**config.mk**
```make
export PLATFORM = sky130hd
export DESIGN_NAME = channel_lock_wait_queue
export DESIGN_NICKNAME = d
export VERILOG_FILES = /design/src/hw/rtl/clwq_pkg.sv /design/src/hw/rtl/channel_lock_wait_queue.sv /design/src/hw/rtl/clwq_cell.sv
export SDC_FILE = /design/constraint.sdc
export NUM_CORES = 1
export LEC_CHECK = 0
export BUFFER_PORTS_ARGS = -buffer_cell sky130_fd_sc_hd__buf_4
export CORE_ASPECT_RATIO = 1.25
export CORE_MARGIN = 2
export CORE_UTILIZATION = 60
export DETAILED_ROUTE_END_ITERATION = 10
export PLACE_DENSITY_LB_ADDON = 0.3
export SETUP_SLACK_MARGIN = 0.02
export SYNTH_ARGS = -nofsm -noshare
export SYNTH_HDL_FRONTEND = slang
export SYNTH_SLANG_ARGS = --single-unit
export TNS_END_PERCENT = 100
```
**constraint.sdc**
```tcl
create_clock -name aclk -period 2.8 [get_ports aclk]
set_clock_uncertainty 0.05 [all_clocks]
set_input_delay 0.42 -clock aclk [delete_from_list [all_inputs] [get_ports aclk]]
set_output_delay 0.42 -clock aclk [all_outputs]
set_load 0.01 [all_outputs]
```
**src/hw/rtl/clwq_pkg.sv**
```systemverilog
// ---------------------------------------------------------------------------
// clwq_pkg
// Types, sizes and result codes shared by the channel lock wait queue.
// ---------------------------------------------------------------------------
`timescale 1ns / 1ps

package clwq_pkg;

    localparam int CHANNELS   = 3;
    localparam int WAIT_DEPTH = 3;

    localparam int CH_W   = 2;
    localparam int DEV_W  = 2;
    localparam int CODE_W = 3;
    localparam int CNT_W  = $clog2(WAIT_DEPTH + 1);

    // Request types.
    localparam logic REQ_LOCK   = 1'b0;
    localparam logic REQ_UNLOCK = 1'b1;

    // Result codes.
    localparam logic [CODE_W-1:0] RC_OK      = 3'd0;
    localparam logic [CODE_W-1:0] RC_QUEUED  = 3'd1;
    localparam logic [CODE_W-1:0] RC_WAITING = 3'd2;
    localparam logic [CODE_W-1:0] RC_BUSY    = 3'd3;
    localparam logic [CODE_W-1:0] RC_REFUSED = 3'd4;

    typedef struct packed {
        logic             req_type;
        logic [CH_W-1:0]  channel;
        logic [DEV_W-1:0] device;
        logic             wants_notify;
    } req_t;

    typedef struct packed {
        logic [CODE_W-1:0] result_code;
        logic              notify_valid;
        logic [DEV_W-1:0]  notify_device;
    } rsp_t;

    // What one cell hands to the next: the item and its result so far.
    typedef struct packed {
        logic valid;
        req_t req;
        rsp_t rsp;
    } stage_t;

endpackage

```
**src/hw/rtl/channel_lock_wait_queue.sv**
```systemverilog
// ---------------------------------------------------------------------------
// channel_lock_wait_queue
// Per-channel bus lock with a FIFO of devices waiting for notification.
// ---------------------------------------------------------------------------
// Each request item travels down a row of cells, one cell per channel, moving
// one cell per clock while the row advances; the cell that owns the addressed
// channel answers it and updates its lock flag and wait list, the others pass
// it on. A new item can enter every cycle, so the block sustains one item per
// clock while results are taken, and each result passes every cell's stage
// register in turn. Requests to a channel number beyond the row pass through
// untouched and are answered as busy (lock) or refused (unlock). The whole row
// stalls together while the last cell holds a result that has not been taken,
// so s_ready follows m_ready whenever a result is waiting. An unlock that
// finds devices waiting releases the lock and reports the oldest waiter for
// notification; it does not hand the lock to that device.
`timescale 1ns / 1ps

module channel_lock_wait_queue (
    input  logic           aclk,
    input  logic           aresetn,
    input  logic           s_valid,
    output logic           s_ready,
    input  clwq_pkg::req_t s_data,
    output logic           m_valid,
    input  logic           m_ready,
    output clwq_pkg::rsp_t m_data
);

    clwq_pkg::stage_t chain [clwq_pkg::CHANNELS + 1];
    logic             adv;

    // The row moves when the last cell is empty or its result is being taken.
    assign adv     = !chain[clwq_pkg::CHANNELS].valid || m_ready;
    assign s_ready = adv;

    // An item enters with the answer it gets if no cell claims it.
    always_comb begin
        chain[0].valid = s_valid && s_ready;
        chain[0].req   = s_data;
        chain[0].rsp.result_code = (s_data.req_type == clwq_pkg::REQ_UNLOCK)
                                   ? clwq_pkg::RC_REFUSED : clwq_pkg::RC_BUSY;
        chain[0].rsp.notify_valid  = 1'b0;
        chain[0].rsp.notify_device = '0;
    end

    for (genvar k = 0; k < clwq_pkg::CHANNELS; k++) begin : g_cell
        clwq_cell u_cell (
            .aclk      (aclk),
            .aresetn   (aresetn),
            .adv       (adv),
            .cell_id   (clwq_pkg::CH_W'(k)),
            .stage_in  (chain[k]),
            .stage_out (chain[k + 1])
        );
    end

    assign m_valid = chain[clwq_pkg::CHANNELS].valid;
    assign m_data  = chain[clwq_pkg::CHANNELS].rsp;

endmodule

```
**src/hw/rtl/clwq_cell.sv**
```systemverilog
// ---------------------------------------------------------------------------
// clwq_cell
// One channel of the lock: lock flag, wait list and one pipeline stage.
// ---------------------------------------------------------------------------
`timescale 1ns / 1ps

module clwq_cell (
    input  logic                     aclk,
    input  logic                     aresetn,
    input  logic                     adv,
    input  logic [clwq_pkg::CH_W-1:0] cell_id,
    input  clwq_pkg::stage_t         stage_in,
    output clwq_pkg::stage_t         stage_out
);

    logic                                    locked_reg;
    logic                                    locked_next;
    logic [clwq_pkg::CNT_W-1:0]              count_reg;
    logic [clwq_pkg::CNT_W-1:0]              count_next;
    logic [clwq_pkg::DEV_W-1:0]              entry_reg  [clwq_pkg::WAIT_DEPTH];
    logic [clwq_pkg::DEV_W-1:0]              entry_next [clwq_pkg::WAIT_DEPTH];
    clwq_pkg::stage_t                        stage_reg;
    clwq_pkg::stage_t                        stage_next;
    logic                                    hit;
    logic                                    dup;

    assign hit = stage_in.valid && (stage_in.req.channel == cell_id);

    always_comb begin
        dup = 1'b0;
        for (int i = 0; i < clwq_pkg::WAIT_DEPTH; i++) begin
            if ((clwq_pkg::CNT_W'(i) < count_reg) && (entry_reg[i] == stage_in.req.device)) begin
                dup = 1'b1;
            end
        end
    end

    always_comb begin
        locked_next = locked_reg;
        count_next  = count_reg;
        stage_next  = stage_in;
        for (int i = 0; i < clwq_pkg::WAIT_DEPTH; i++) begin
            entry_next[i] = entry_reg[i];
        end
        if (hit) begin
            if (stage_in.req.req_type == clwq_pkg::REQ_LOCK) begin
                if (!locked_reg) begin
                    locked_next                = 1'b1;
                    stage_next.rsp.result_code = clwq_pkg::RC_OK;
                end else if (!stage_in.req.wants_notify) begin
                    stage_next.rsp.result_code = clwq_pkg::RC_BUSY;
                end else if (dup) begin
                    stage_next.rsp.result_code = clwq_pkg::RC_WAITING;
                end else if (count_reg == clwq_pkg::CNT_W'(clwq_pkg::WAIT_DEPTH)) begin
                    stage_next.rsp.result_code = clwq_pkg::RC_BUSY;
                end else begin
                    for (int i = 0; i < clwq_pkg::WAIT_DEPTH; i++) begin
                        if (clwq_pkg::CNT_W'(i) == count_reg) begin
                            entry_next[i] = stage_in.req.device;
                        end
                    end
                    count_next                 = count_reg + clwq_pkg::CNT_W'(1);
                    stage_next.rsp.result_code = clwq_pkg::RC_QUEUED;
                end
            end else begin
                if (!locked_reg) begin
                    stage_next.rsp.result_code = clwq_pkg::RC_REFUSED;
                end else begin
                    locked_next                = 1'b0;
                    stage_next.rsp.result_code = clwq_pkg::RC_OK;
                    if (count_reg != '0) begin
                        // Pop the oldest waiter; the rest move up one place.
                        stage_next.rsp.notify_valid  = 1'b1;
                        stage_next.rsp.notify_device = entry_reg[0];
                        for (int i = 0; i < clwq_pkg::WAIT_DEPTH - 1; i++) begin
                            entry_next[i] = entry_reg[i + 1];
                        end
                        count_next = count_reg - clwq_pkg::CNT_W'(1);
                    end
                end
            end
        end
    end

    always_ff @(posedge aclk) begin
        if (!aresetn) begin
            locked_reg      <= 1'b0;
            count_reg       <= '0;
            stage_reg.valid <= 1'b0;
        end else if (adv) begin
            locked_reg <= locked_next;
            count_reg  <= count_next;
            stage_reg  <= stage_next;
        end
    end

    always_ff @(posedge aclk) begin
        if (adv) begin
            for (int i = 0; i < clwq_pkg::WAIT_DEPTH; i++) begin
                entry_reg[i] <= entry_next[i];
            end
        end
    end

    assign stage_out = stage_reg;

endmodule

```
==> results of run 1 <==
==> layout by cell type, fill, tap and decap left out, types with 3 or more instances in the layout <==
cell,Yosys,final
edfxtp_1,48,48
nand2_1,31,31
buf_4,6,21
inv_1,12,12
xor2_1,12,12
nor2_1,12,12
clkbuf_8,0,12
dfxtp_1,12,12
o21ai_0,11,11
ha_1,10,10
nor3_1,9,9
and3_1,7,7
a21oi_1,7,7
xnor2_1,6,6
a22o_1,5,5
mux2_2,5,5
nor2b_1,4,4
nor4_1,4,4
a32o_1,4,4
o21a_1,4,4
mux2i_1,4,4
or2_2,3,3
nand3_1,3,3
and2_1,3,3
o211a_1,3,3
==> per-layer routing <==
metal	share of wire, %	vias to the layer above	track usage [%]
li1	-	1009	-
met1	39	977	25.3
met2	55	69	38.2
met3	4.6	14	3.89
met4	1.8	0	12.5
met5	0	-	0
==> final cells by class <==
type                       count  share of cell area, %
sequential                    60                   49.5
clock buffer                  14                   5.08
tap                           62                   2.28
clock inverter                 2                  0.295
multi-input combinational    177                   36.2
inverter                      13                   1.44
timing repair buffer          22                   5.23
==> metrics by stage <==
step / hold WS, ps / setup slack (ps) / std cells / area [um^2] / utilization (%)
6_report: 243 / 643 / 350 / 3400 / 67.9
5_1_grt: 227 / 479 / 350 / 3400 / 67.9
4_1_cts: 230 / 631 / 350 / 3400 / 67.9
3_5_place_dp: 387 / 650 / 334 / 3220 / 64.2
3_3_place_gp: 387 / 738 / 334 / 3220 / 64.2
2_1_floorplan: 375 / 448 / 269 / 3080 / -
==> cells in the mapped netlist (5+ instances only) <==
cell type / instances
o21ai_0: 11
mux2_2: 5
nand2_1: 31
nor3_1: 9
edfxtp_1: 48
xnor2_1: 6
clkbuf_1: 5
a21oi_1: 7
nor2_1: 12
and3_1: 7
inv_1: 12
dfxtp_1: 12
a22o_1: 5
xor2_1: 12
ha_1: 10
buf_4: 6
==> worst min path at each step <==
stage                                             start  slack [ps]                               end
after CTS                                     s_data[4]         230    g_cell[0].u_cell.stage_out[10]
final                                         s_data[4]         240    g_cell[0].u_cell.stage_out[10]
after detailed placement  g_cell[0].u_cell.stage_out[6]         390     g_cell[1].u_cell.stage_out[6]
after global routing                          s_data[4]         230    g_cell[0].u_cell.stage_out[10]
after floorplan           g_cell[1].u_cell.stage_out[7]         380  g_cell[2].u_cell.entry_reg[0][4]
after global placement    g_cell[0].u_cell.stage_out[9]         390     g_cell[1].u_cell.stage_out[9]
==> critical path, cell delays in order, from the launching register on <==
cell and delay (ps):
edfxtp_1 530, xor2_1 210, nor4_1 90, a311oi_1 280, buf_4 190, a21oi_1 60, a211oi_1 390
==> power breakdown <==
part           internal, mW  switching (mW)  total, mW
combinational        0.0514          0.0606      0.112
sequential            0.996          0.0236       1.02
clock                 0.392           0.309      0.700
total                  1.44           0.393       1.83
==> cells by family after synthesis <==
| kind of cell | count (synthesis) | synth area share (%) |
|---|---|---|
| flip-flops | 60 | 54.5 |
| multiplexers | 9 | 3.12 |
| buffers and inverters | 32 | 5.60 |
| AND/OR/NAND/NOR | 91 | 15.6 |
| AO/OA/AOI/OAI | 49 | 12.0 |
| XOR/XNOR | 18 | 5.11 |
| adder cells (fa/ha/maj) | 10 | 4.06 |
==> impl_metrics.env, run 1 <==
export IMPL_status="complete, no violations"
export IMPL_synth_main_ff_cell="edfxtp_1"
export IMPL_cts_tree="built"
export IMPL_wl_per_cell_um=16.1
export IMPL_holdBufCountCts=0
export IMPL_htree_levels=3
export IMPL_fin_setup_tns_ps=0
export IMPL_cts_resized_gates=0
export IMPL_cp_end_kind="flip-flop"
export IMPL_antenna_cells=0
export IMPL_maxSlewViolCount=0
export IMPL_ant_nets=0
export IMPL_p_leak_nw=1.35
export IMPL_synth_seq_cells=60
export IMPL_worstPathArrival_ps=2090
export IMPL_synth_nets=289
export IMPL_r2r_cells=6
export IMPL_synth_edff_count=48
export IMPL_synth_top_area_share_pct=46.7
export IMPL_vdd_ir_drop_max_mv=0.355
export IMPL_root_buffer="clkbuf_8"
export IMPL_synth_seq_area_share_pct=54.5
export IMPL_syn_area_um2=3080
export IMPL_start_util_pct=61.6
export IMPL_power_density_nw_per_um2=539
export IMPL_ios=18
export IMPL_fin_crit_ps=2160
export IMPL_firstDrtPassIters=4
export IMPL_cts_sinks=60
export IMPL_rsz0062_at_grt="false"
export IMPL_core_area_um2=5010
export IMPL_min_period_over_period_pct=77.0
export IMPL_ys_warn_count=0
export IMPL_area_delta_synth_final_pct=10.2
export IMPL_crit_start="g_cell[0].u_cell.stage_out[7]"
export IMPL_die_w_um=68.1
export IMPL_postCtsSetupRepairBufs=0
export IMPL_synth_cell_types=51
export IMPL_fmax_mhz=464
export IMPL_fillers=374
export IMPL_die_h_um=84.2
export IMPL_avgSynthCellArea_um2=11.5
export IMPL_first_global_vias=2053
export IMPL_multi_input_comb_area_um2=1230
export IMPL_drtIter0Drc=106
export IMPL_hold_violations=0
export IMPL_worstReg2RegEnd="g_cell[1].u_cell.entry_reg[0][0]"
export IMPL_worst_pin_slew_ps=643
export IMPL_grt_max_degree=21
export IMPL_cts_path_max_buffers=2
export IMPL_min_path_type="in2reg"
export IMPL_regToRegSetupSlack_ps=640
export IMPL_power_mw=1.83
export IMPL_register_area_um2=1680
export IMPL_r2r_start="g_cell[0].u_cell.stage_out[7]"
export IMPL_cp_data_required_time_ps=2730
export IMPL_whs_path_depth=1
export IMPL_nets=303
export IMPL_criticalPathCategory="reg2reg"
export IMPL_vias=2069
export IMPL_grt_pass1_wl_um=9450
export IMPL_synthCells=269
export IMPL_cp_max_fo=7
export IMPL_dp_hpwl_um=4170
export IMPL_timing_slew_headroom_pct=56.8
export IMPL_final_layout_size_suffix_gt1_share_pct=18.1
export IMPL_track_usage_pct=22.3
export IMPL_synth_top_cell_by_area="edfxtp_1"
export IMPL_die_area_um2=5730
export IMPL_largest_reg_flops=33
export IMPL_place_congestion=0.859
export IMPL_setup_viol=0
export IMPL_yosys_top_cells_area="edfxtp_1, dfxtp_1, ha_1"
export IMPL_cp_start_kind="flip-flop"
export IMPL_cts_clk_slew_worst_paths_ps=60
export IMPL_port_buffers=17
export IMPL_antenna_found_initial=0
export IMPL_rows=29
export IMPL_clk_latency_ps=320
export IMPL_numCtsBuffers=9
export IMPL_grt_ovfl_total=0
export IMPL_route_detailed_drc=0
export IMPL_maxCapViolations=0
export IMPL_drt_total_wl_um=5620
export IMPL_vias_per_cell=5.91
export IMPL_endpoint="g_cell[1].u_cell.entry_reg[0][0]"
export IMPL_async_reset_ff_share_pct=0
No activity file was read; power rests on OpenSTA's default activity.
==> run 2, diff against run 1 <==
--- a/config.mk
+++ b/config.mk
@@ -8,7 +8,7 @@
 export BUFFER_PORTS_ARGS = -buffer_cell sky130_fd_sc_hd__buf_4
 export CORE_ASPECT_RATIO = 1.25
 export CORE_MARGIN = 2
-export CORE_UTILIZATION = 60
+export CORE_UTILIZATION = 54
 export DETAILED_ROUTE_END_ITERATION = 10
 export PLACE_DENSITY_LB_ADDON = 0.3
 export SETUP_SLACK_MARGIN = 0.02
==> constraint.sdc (replaced) <==
create_clock -name aclk -period 1.9 [get_ports aclk]
set_clock_uncertainty 0.05 [all_clocks]
set_input_delay 0.285 -clock aclk [delete_from_list [all_inputs] [get_ports aclk]]
set_output_delay 0.285 -clock aclk [all_outputs]
set_load 0.01 [all_outputs]
==> impl_metrics.env, run 2 (synthesized netlist as in run 1, its figures left out) <==
export IMPL_status="complete, but fails checks"
export IMPL_violations="negative setup slack"
export IMPL_largest_reg_flops=33
export IMPL_nets=343
export IMPL_area_delta_synth_final_pct=30.1
export IMPL_clk_latency_ps=350
export IMPL_stdcell_area_um2=4010
export IMPL_timing_slew_headroom_pct=70.3
export IMPL_cp_max_fo=3
export IMPL_holdWs_ps=80.5
export IMPL_placed_area_um2=3470
export IMPL_cp_end_kind="flip-flop"
export IMPL_vias=2251
export IMPL_place_congestion=0.847
export IMPL_cp_start_kind="flip-flop"
export IMPL_die_area_um2=6340
export IMPL_crit_cells=7
export IMPL_dp_hpwl_um=4400
export IMPL_final_cell_mix="buf_4, edfxtp_1, nand2_1"
export IMPL_maxCapViolations=0
export IMPL_cpPeakStageDelay_ps=570
export IMPL_maxSlewViolCount=0
export IMPL_cts_path_max_buffers=2
export IMPL_final_layout_size_suffix_gt1_share_pct=39.3
export IMPL_worst_pin_slew_ps=446
export IMPL_antenna_found_initial=0
export IMPL_r2r_cells=7
export IMPL_criticalPathCategory="reg2reg"
export IMPL_whs_path_depth=1
export IMPL_die_h_um=88.5
export IMPL_grt_max_degree=31
export IMPL_p_leak_nw=1.61
export IMPL_track_usage_pct=22.2
export IMPL_vdd_ir_drop_max_mv=0.500
export IMPL_numCtsBuffers=9
export IMPL_ios=18
export IMPL_fin_ws_ps=-123
export IMPL_cts_clk_slew_worst_paths_ps=60
export IMPL_fin_crit_ps=2020
export IMPL_rsz0062_at_grt="true"
export IMPL_die_w_um=71.6
export IMPL_worstPathArrival_ps=2070
export IMPL_start_util_pct=56.3
export IMPL_layout_commonest_cell="buf_4"
export IMPL_power_density_nw_per_um2=768
export IMPL_fmax_mhz=494
export IMPL_cts_sinks=60
export IMPL_antenna_cells=0
export IMPL_cp_data_required_time_ps=1950
export IMPL_vias_per_cell=5.74
export IMPL_final_util_pct=73.2
export IMPL_path_buf_inv=2
export IMPL_drtIter0Drc=125
export IMPL_port_buffers=17
export IMPL_dp_cells=366
export IMPL_holdBufCountCts=0
export IMPL_route_detailed_drc=0
export IMPL_firstDrtPassIters=4
export IMPL_hold_violations=0
export IMPL_fillers=350
export IMPL_setup_viol=6
export IMPL_final_cells=392
export IMPL_path_delay_family="simple AND/OR/NAND/NOR gates"
export IMPL_crit_chain="xor2_1 > nor4_2 > buf_4 > or4b_4 > buf_6 > a21oi_2 > nor2_1"
export IMPL_cts_tree="built"
export IMPL_fin_setup_tns_ps=-461
export IMPL_grt_pass1_wl_um=10300
export IMPL_min_path_type="in2reg"
export IMPL_crit_slowest_cell="or4b_4"
export IMPL_rows=30
export IMPL_htree_levels=3
export IMPL_ant_nets=0
export IMPL_wl_per_cell_um=17.2
export IMPL_root_buffer="clkbuf_8"
export IMPL_drt_total_wl_um=6760
export IMPL_first_global_vias=2212
export IMPL_grt_ovfl_total=0
export IMPL_core_area_um2=5480
export IMPL_min_period_over_period_pct=106
[run 2: changes by cell type in the layout (fill, tap and decap cells not counted), sizes merged]
cell    before  now
buf         22   62
bufinv       0    3
inv         12   13
clkbuf      14   10
[run 2: path summary, 6_finish.rpt]
check / start / endpoint / slack (ps)
worst max-delay path: g_cell[0].u_cell.entry_reg[0][2] / g_cell[0].u_cell.stage_out[4] / -120
worst min register to register: g_cell[0].u_cell.stage_out[9] / g_cell[1].u_cell.stage_out[9] / 410
worst max register to register: g_cell[0].u_cell.entry_reg[0][2] / g_cell[0].u_cell.stage_out[4] / -120
worst min-delay path: s_data[4] / g_cell[0].u_cell.stage_out[10] / 80
[run 2: timing repair]
action,in CTS,in global routing
setup buffers,4,7
pin swaps,9,11
resized for setup,20,34
endpoints found under the setup margin,31,36
[run 2: metrics by stage]
step | setup slack (ps) | power [mW]
final | -123 | 3.08
after global routing | -203 | 3.17
after CTS | -85.3 | 3.07
after detailed placement | -239 | 1.71
after global placement | -206 | 1.70
after floorplan | 4.17 | 1.64
[run 2: cell type report]
cell class	instances	area [um^2]	share of cell area, %
Sequential cell	60	1690	42.1
Multi-Input combinational cell	177	1490	37.0
Timing Repair Buffer	62	477	11.9
Clock buffer	10	128	3.18
Clock inverter	6	103	2.56
Tap cell	64	80.1	2.00
Inverter	13	51.3	1.28
[run 2: routing by layer]
layer | routed length [um] | track usage (%) | up-vias
li1 | - | - | 1088
met1 | 2480 | 22.6 | 1087
met2 | 3740 | 40.8 | 54
met3 | 285 | 5.35 | 22
met4 | 250 | 13.6 | 0
met5 | 0 | 0 | -
[run 2: power by group]
group,switching (mW),internal [mW]
clock network,0.501,0.860
logic,0.123,0.104
registers,0.0278,1.47
total,0.652,2.43
==> run 3, diff against run 2 <==
--- a/config.mk
+++ b/config.mk
@@ -11,6 +11,7 @@
 export CORE_UTILIZATION = 54
 export DETAILED_ROUTE_END_ITERATION = 10
 export PLACE_DENSITY_LB_ADDON = 0.3
+export RECOVER_POWER = 25
 export SETUP_SLACK_MARGIN = 0.02
 export SYNTH_ARGS = -nofsm -noshare
 export SYNTH_HDL_FRONTEND = slang
==> impl_metrics.env, run 3 (synthesized netlist as in run 1, its figures left out) <==
export IMPL_dp_hpwl_um=4400
export IMPL_final_cell_mix="buf_4, edfxtp_1, nand2_1"
export IMPL_drt_total_wl_um=6780
export IMPL_fillers=353
export IMPL_layout_commonest_cell="buf_4"
export IMPL_nets=343
export IMPL_antenna_found_initial=0
export IMPL_first_global_vias=2212
export IMPL_cts_sinks=60
export IMPL_ios=18
export IMPL_rsz0062_at_grt="true"
export IMPL_die_w_um=71.6
export IMPL_core_area_um2=5480
export IMPL_status="complete, but fails checks"
export IMPL_rows=30
export IMPL_firstDrtPassIters=5
export IMPL_maxCapViolations=0
export IMPL_worstPathArrival_ps=2080
export IMPL_p_leak_nw=1.61
export IMPL_start_util_pct=56.3
export IMPL_ant_nets=0
export IMPL_cp_start_kind="flip-flop"
export IMPL_htree_levels=3
export IMPL_place_congestion=0.847
export IMPL_numCtsBuffers=9
export IMPL_setup_viol=6
export IMPL_largest_reg_flops=33
export IMPL_cts_clk_slew_worst_paths_ps=60
export IMPL_power_density_nw_per_um2=771
export IMPL_root_buffer="clkbuf_8"
export IMPL_cts_path_max_buffers=2
export IMPL_route_detailed_drc=0
export IMPL_placed_area_um2=3470
export IMPL_grt_ovfl_total=0
export IMPL_die_h_um=88.5
export IMPL_min_period_over_period_pct=107
export IMPL_whs_path_depth=1
export IMPL_cp_data_required_time_ps=1960
export IMPL_antenna_cells=0
export IMPL_cts_tree="built"
export IMPL_hold_violations=0
export IMPL_final_util_pct=73.1
export IMPL_grt_pass1_wl_um=10300
export IMPL_cp_end_kind="flip-flop"
export IMPL_cp_max_fo=3
export IMPL_vdd_ir_drop_max_mv=0.500
export IMPL_maxSlewViolCount=0
export IMPL_port_buffers=17
export IMPL_fmax_mhz=494
export IMPL_clk_latency_ps=360
export IMPL_track_usage_pct=22.2
export IMPL_wl_per_cell_um=17.3
export IMPL_drtIter0Drc=125
export IMPL_min_path_type="in2reg"
export IMPL_worst_pin_slew_ps=446
export IMPL_final_layout_size_suffix_gt1_share_pct=38.7
export IMPL_vias=2253
export IMPL_r2r_cells=7
export IMPL_violations="negative setup slack"
export IMPL_stdcell_area_um2=4010
export IMPL_fin_ws_ps=-124
export IMPL_fin_crit_ps=2020
export IMPL_criticalPathCategory="reg2reg"
export IMPL_area_delta_synth_final_pct=29.9
export IMPL_die_area_um2=6340
export IMPL_grt_max_degree=31
export IMPL_vias_per_cell=5.75
export IMPL_timing_slew_headroom_pct=70.3
run 3: changes by cell type in the layout (fill, tap and decap cells not counted), sizes merged:
cell    before  now
buf         62   60
clkbuf      10   12
run 3: repair_timing:
| action | in CTS | in global routing |
|---|---|---|
| gates cloned | 0 | 0 |
| hold buffers | 0 | 0 |
| pin swaps | 9 | 11 |
| setup endpoints to repair | 31 | 36 |
| buffers inserted | 4 | 7 |
| gates resized for setup | 20 | 34 |
run 3: critical path: stages (launching register included):
cell,delay (ps)
edfxtp_1,420
xor2_1,190
nor4_2,70
buf_4,140
or4b_4,570
buf_6,150
a21oi_2,130
nor2_1,60
run 3: final timing paths:
path | slack (ps) | startpoint | to
setup / recovery | -120 | g_cell[0].u_cell.entry_reg[0][2] | g_cell[0].u_cell.stage_out[4]
setup reg to reg | -120 | g_cell[0].u_cell.entry_reg[0][2] | g_cell[0].u_cell.stage_out[4]
hold reg to reg | 410 | g_cell[0].u_cell.stage_out[9] | g_cell[1].u_cell.stage_out[9]
hold / removal | 90 | s_data[0] | g_cell[0].u_cell.stage_out[6]
run 3: power by group:
group          leakage, nW  internal [mW]  switching [mW]  total (mW)
registers            0.559           1.47          0.0278        1.49
clock network        0.115          0.860           0.509        1.37
logic                0.934          0.102           0.123       0.225
run 3: metal layers:
layer  share of wire (%)  vias to the layer above  global-route usage (%)
met2                  55                       49                    40.8
met4                 4.3                        0                    13.6
met3                 3.7                       24                    5.35
met5                   0                        -                       0
met1                  37                     1091                    22.6
li1                    -                     1089                       -
run 3: area by class of cell:
class                           count  area [um^2]  area share [%]
Timing Repair Buffer               62          469            11.7
Clock buffer                       10          128            3.19
Tap cell                           64         80.1            2.00
Inverter                           13         51.3            1.28
Sequential cell                    60         1690            42.1
Clock inverter                      6          103            2.56
Multi-Input combinational cell    177         1490            37.1
run 3: through the flow:
stage	setup WS (ps)	hold WS, ps	setup TNS (ps)	power, mW	cells
after global placement	-206	384	-1210	1.70	366
final	-124	89.9	-462	3.09	392
after detailed placement	-239	408	-2140	1.71	366
after floorplan	4.17	334	0	1.64	269
after global routing	-203	100	-1500	3.17	392
after CTS	-85.3	75.4	-271	3.07	386
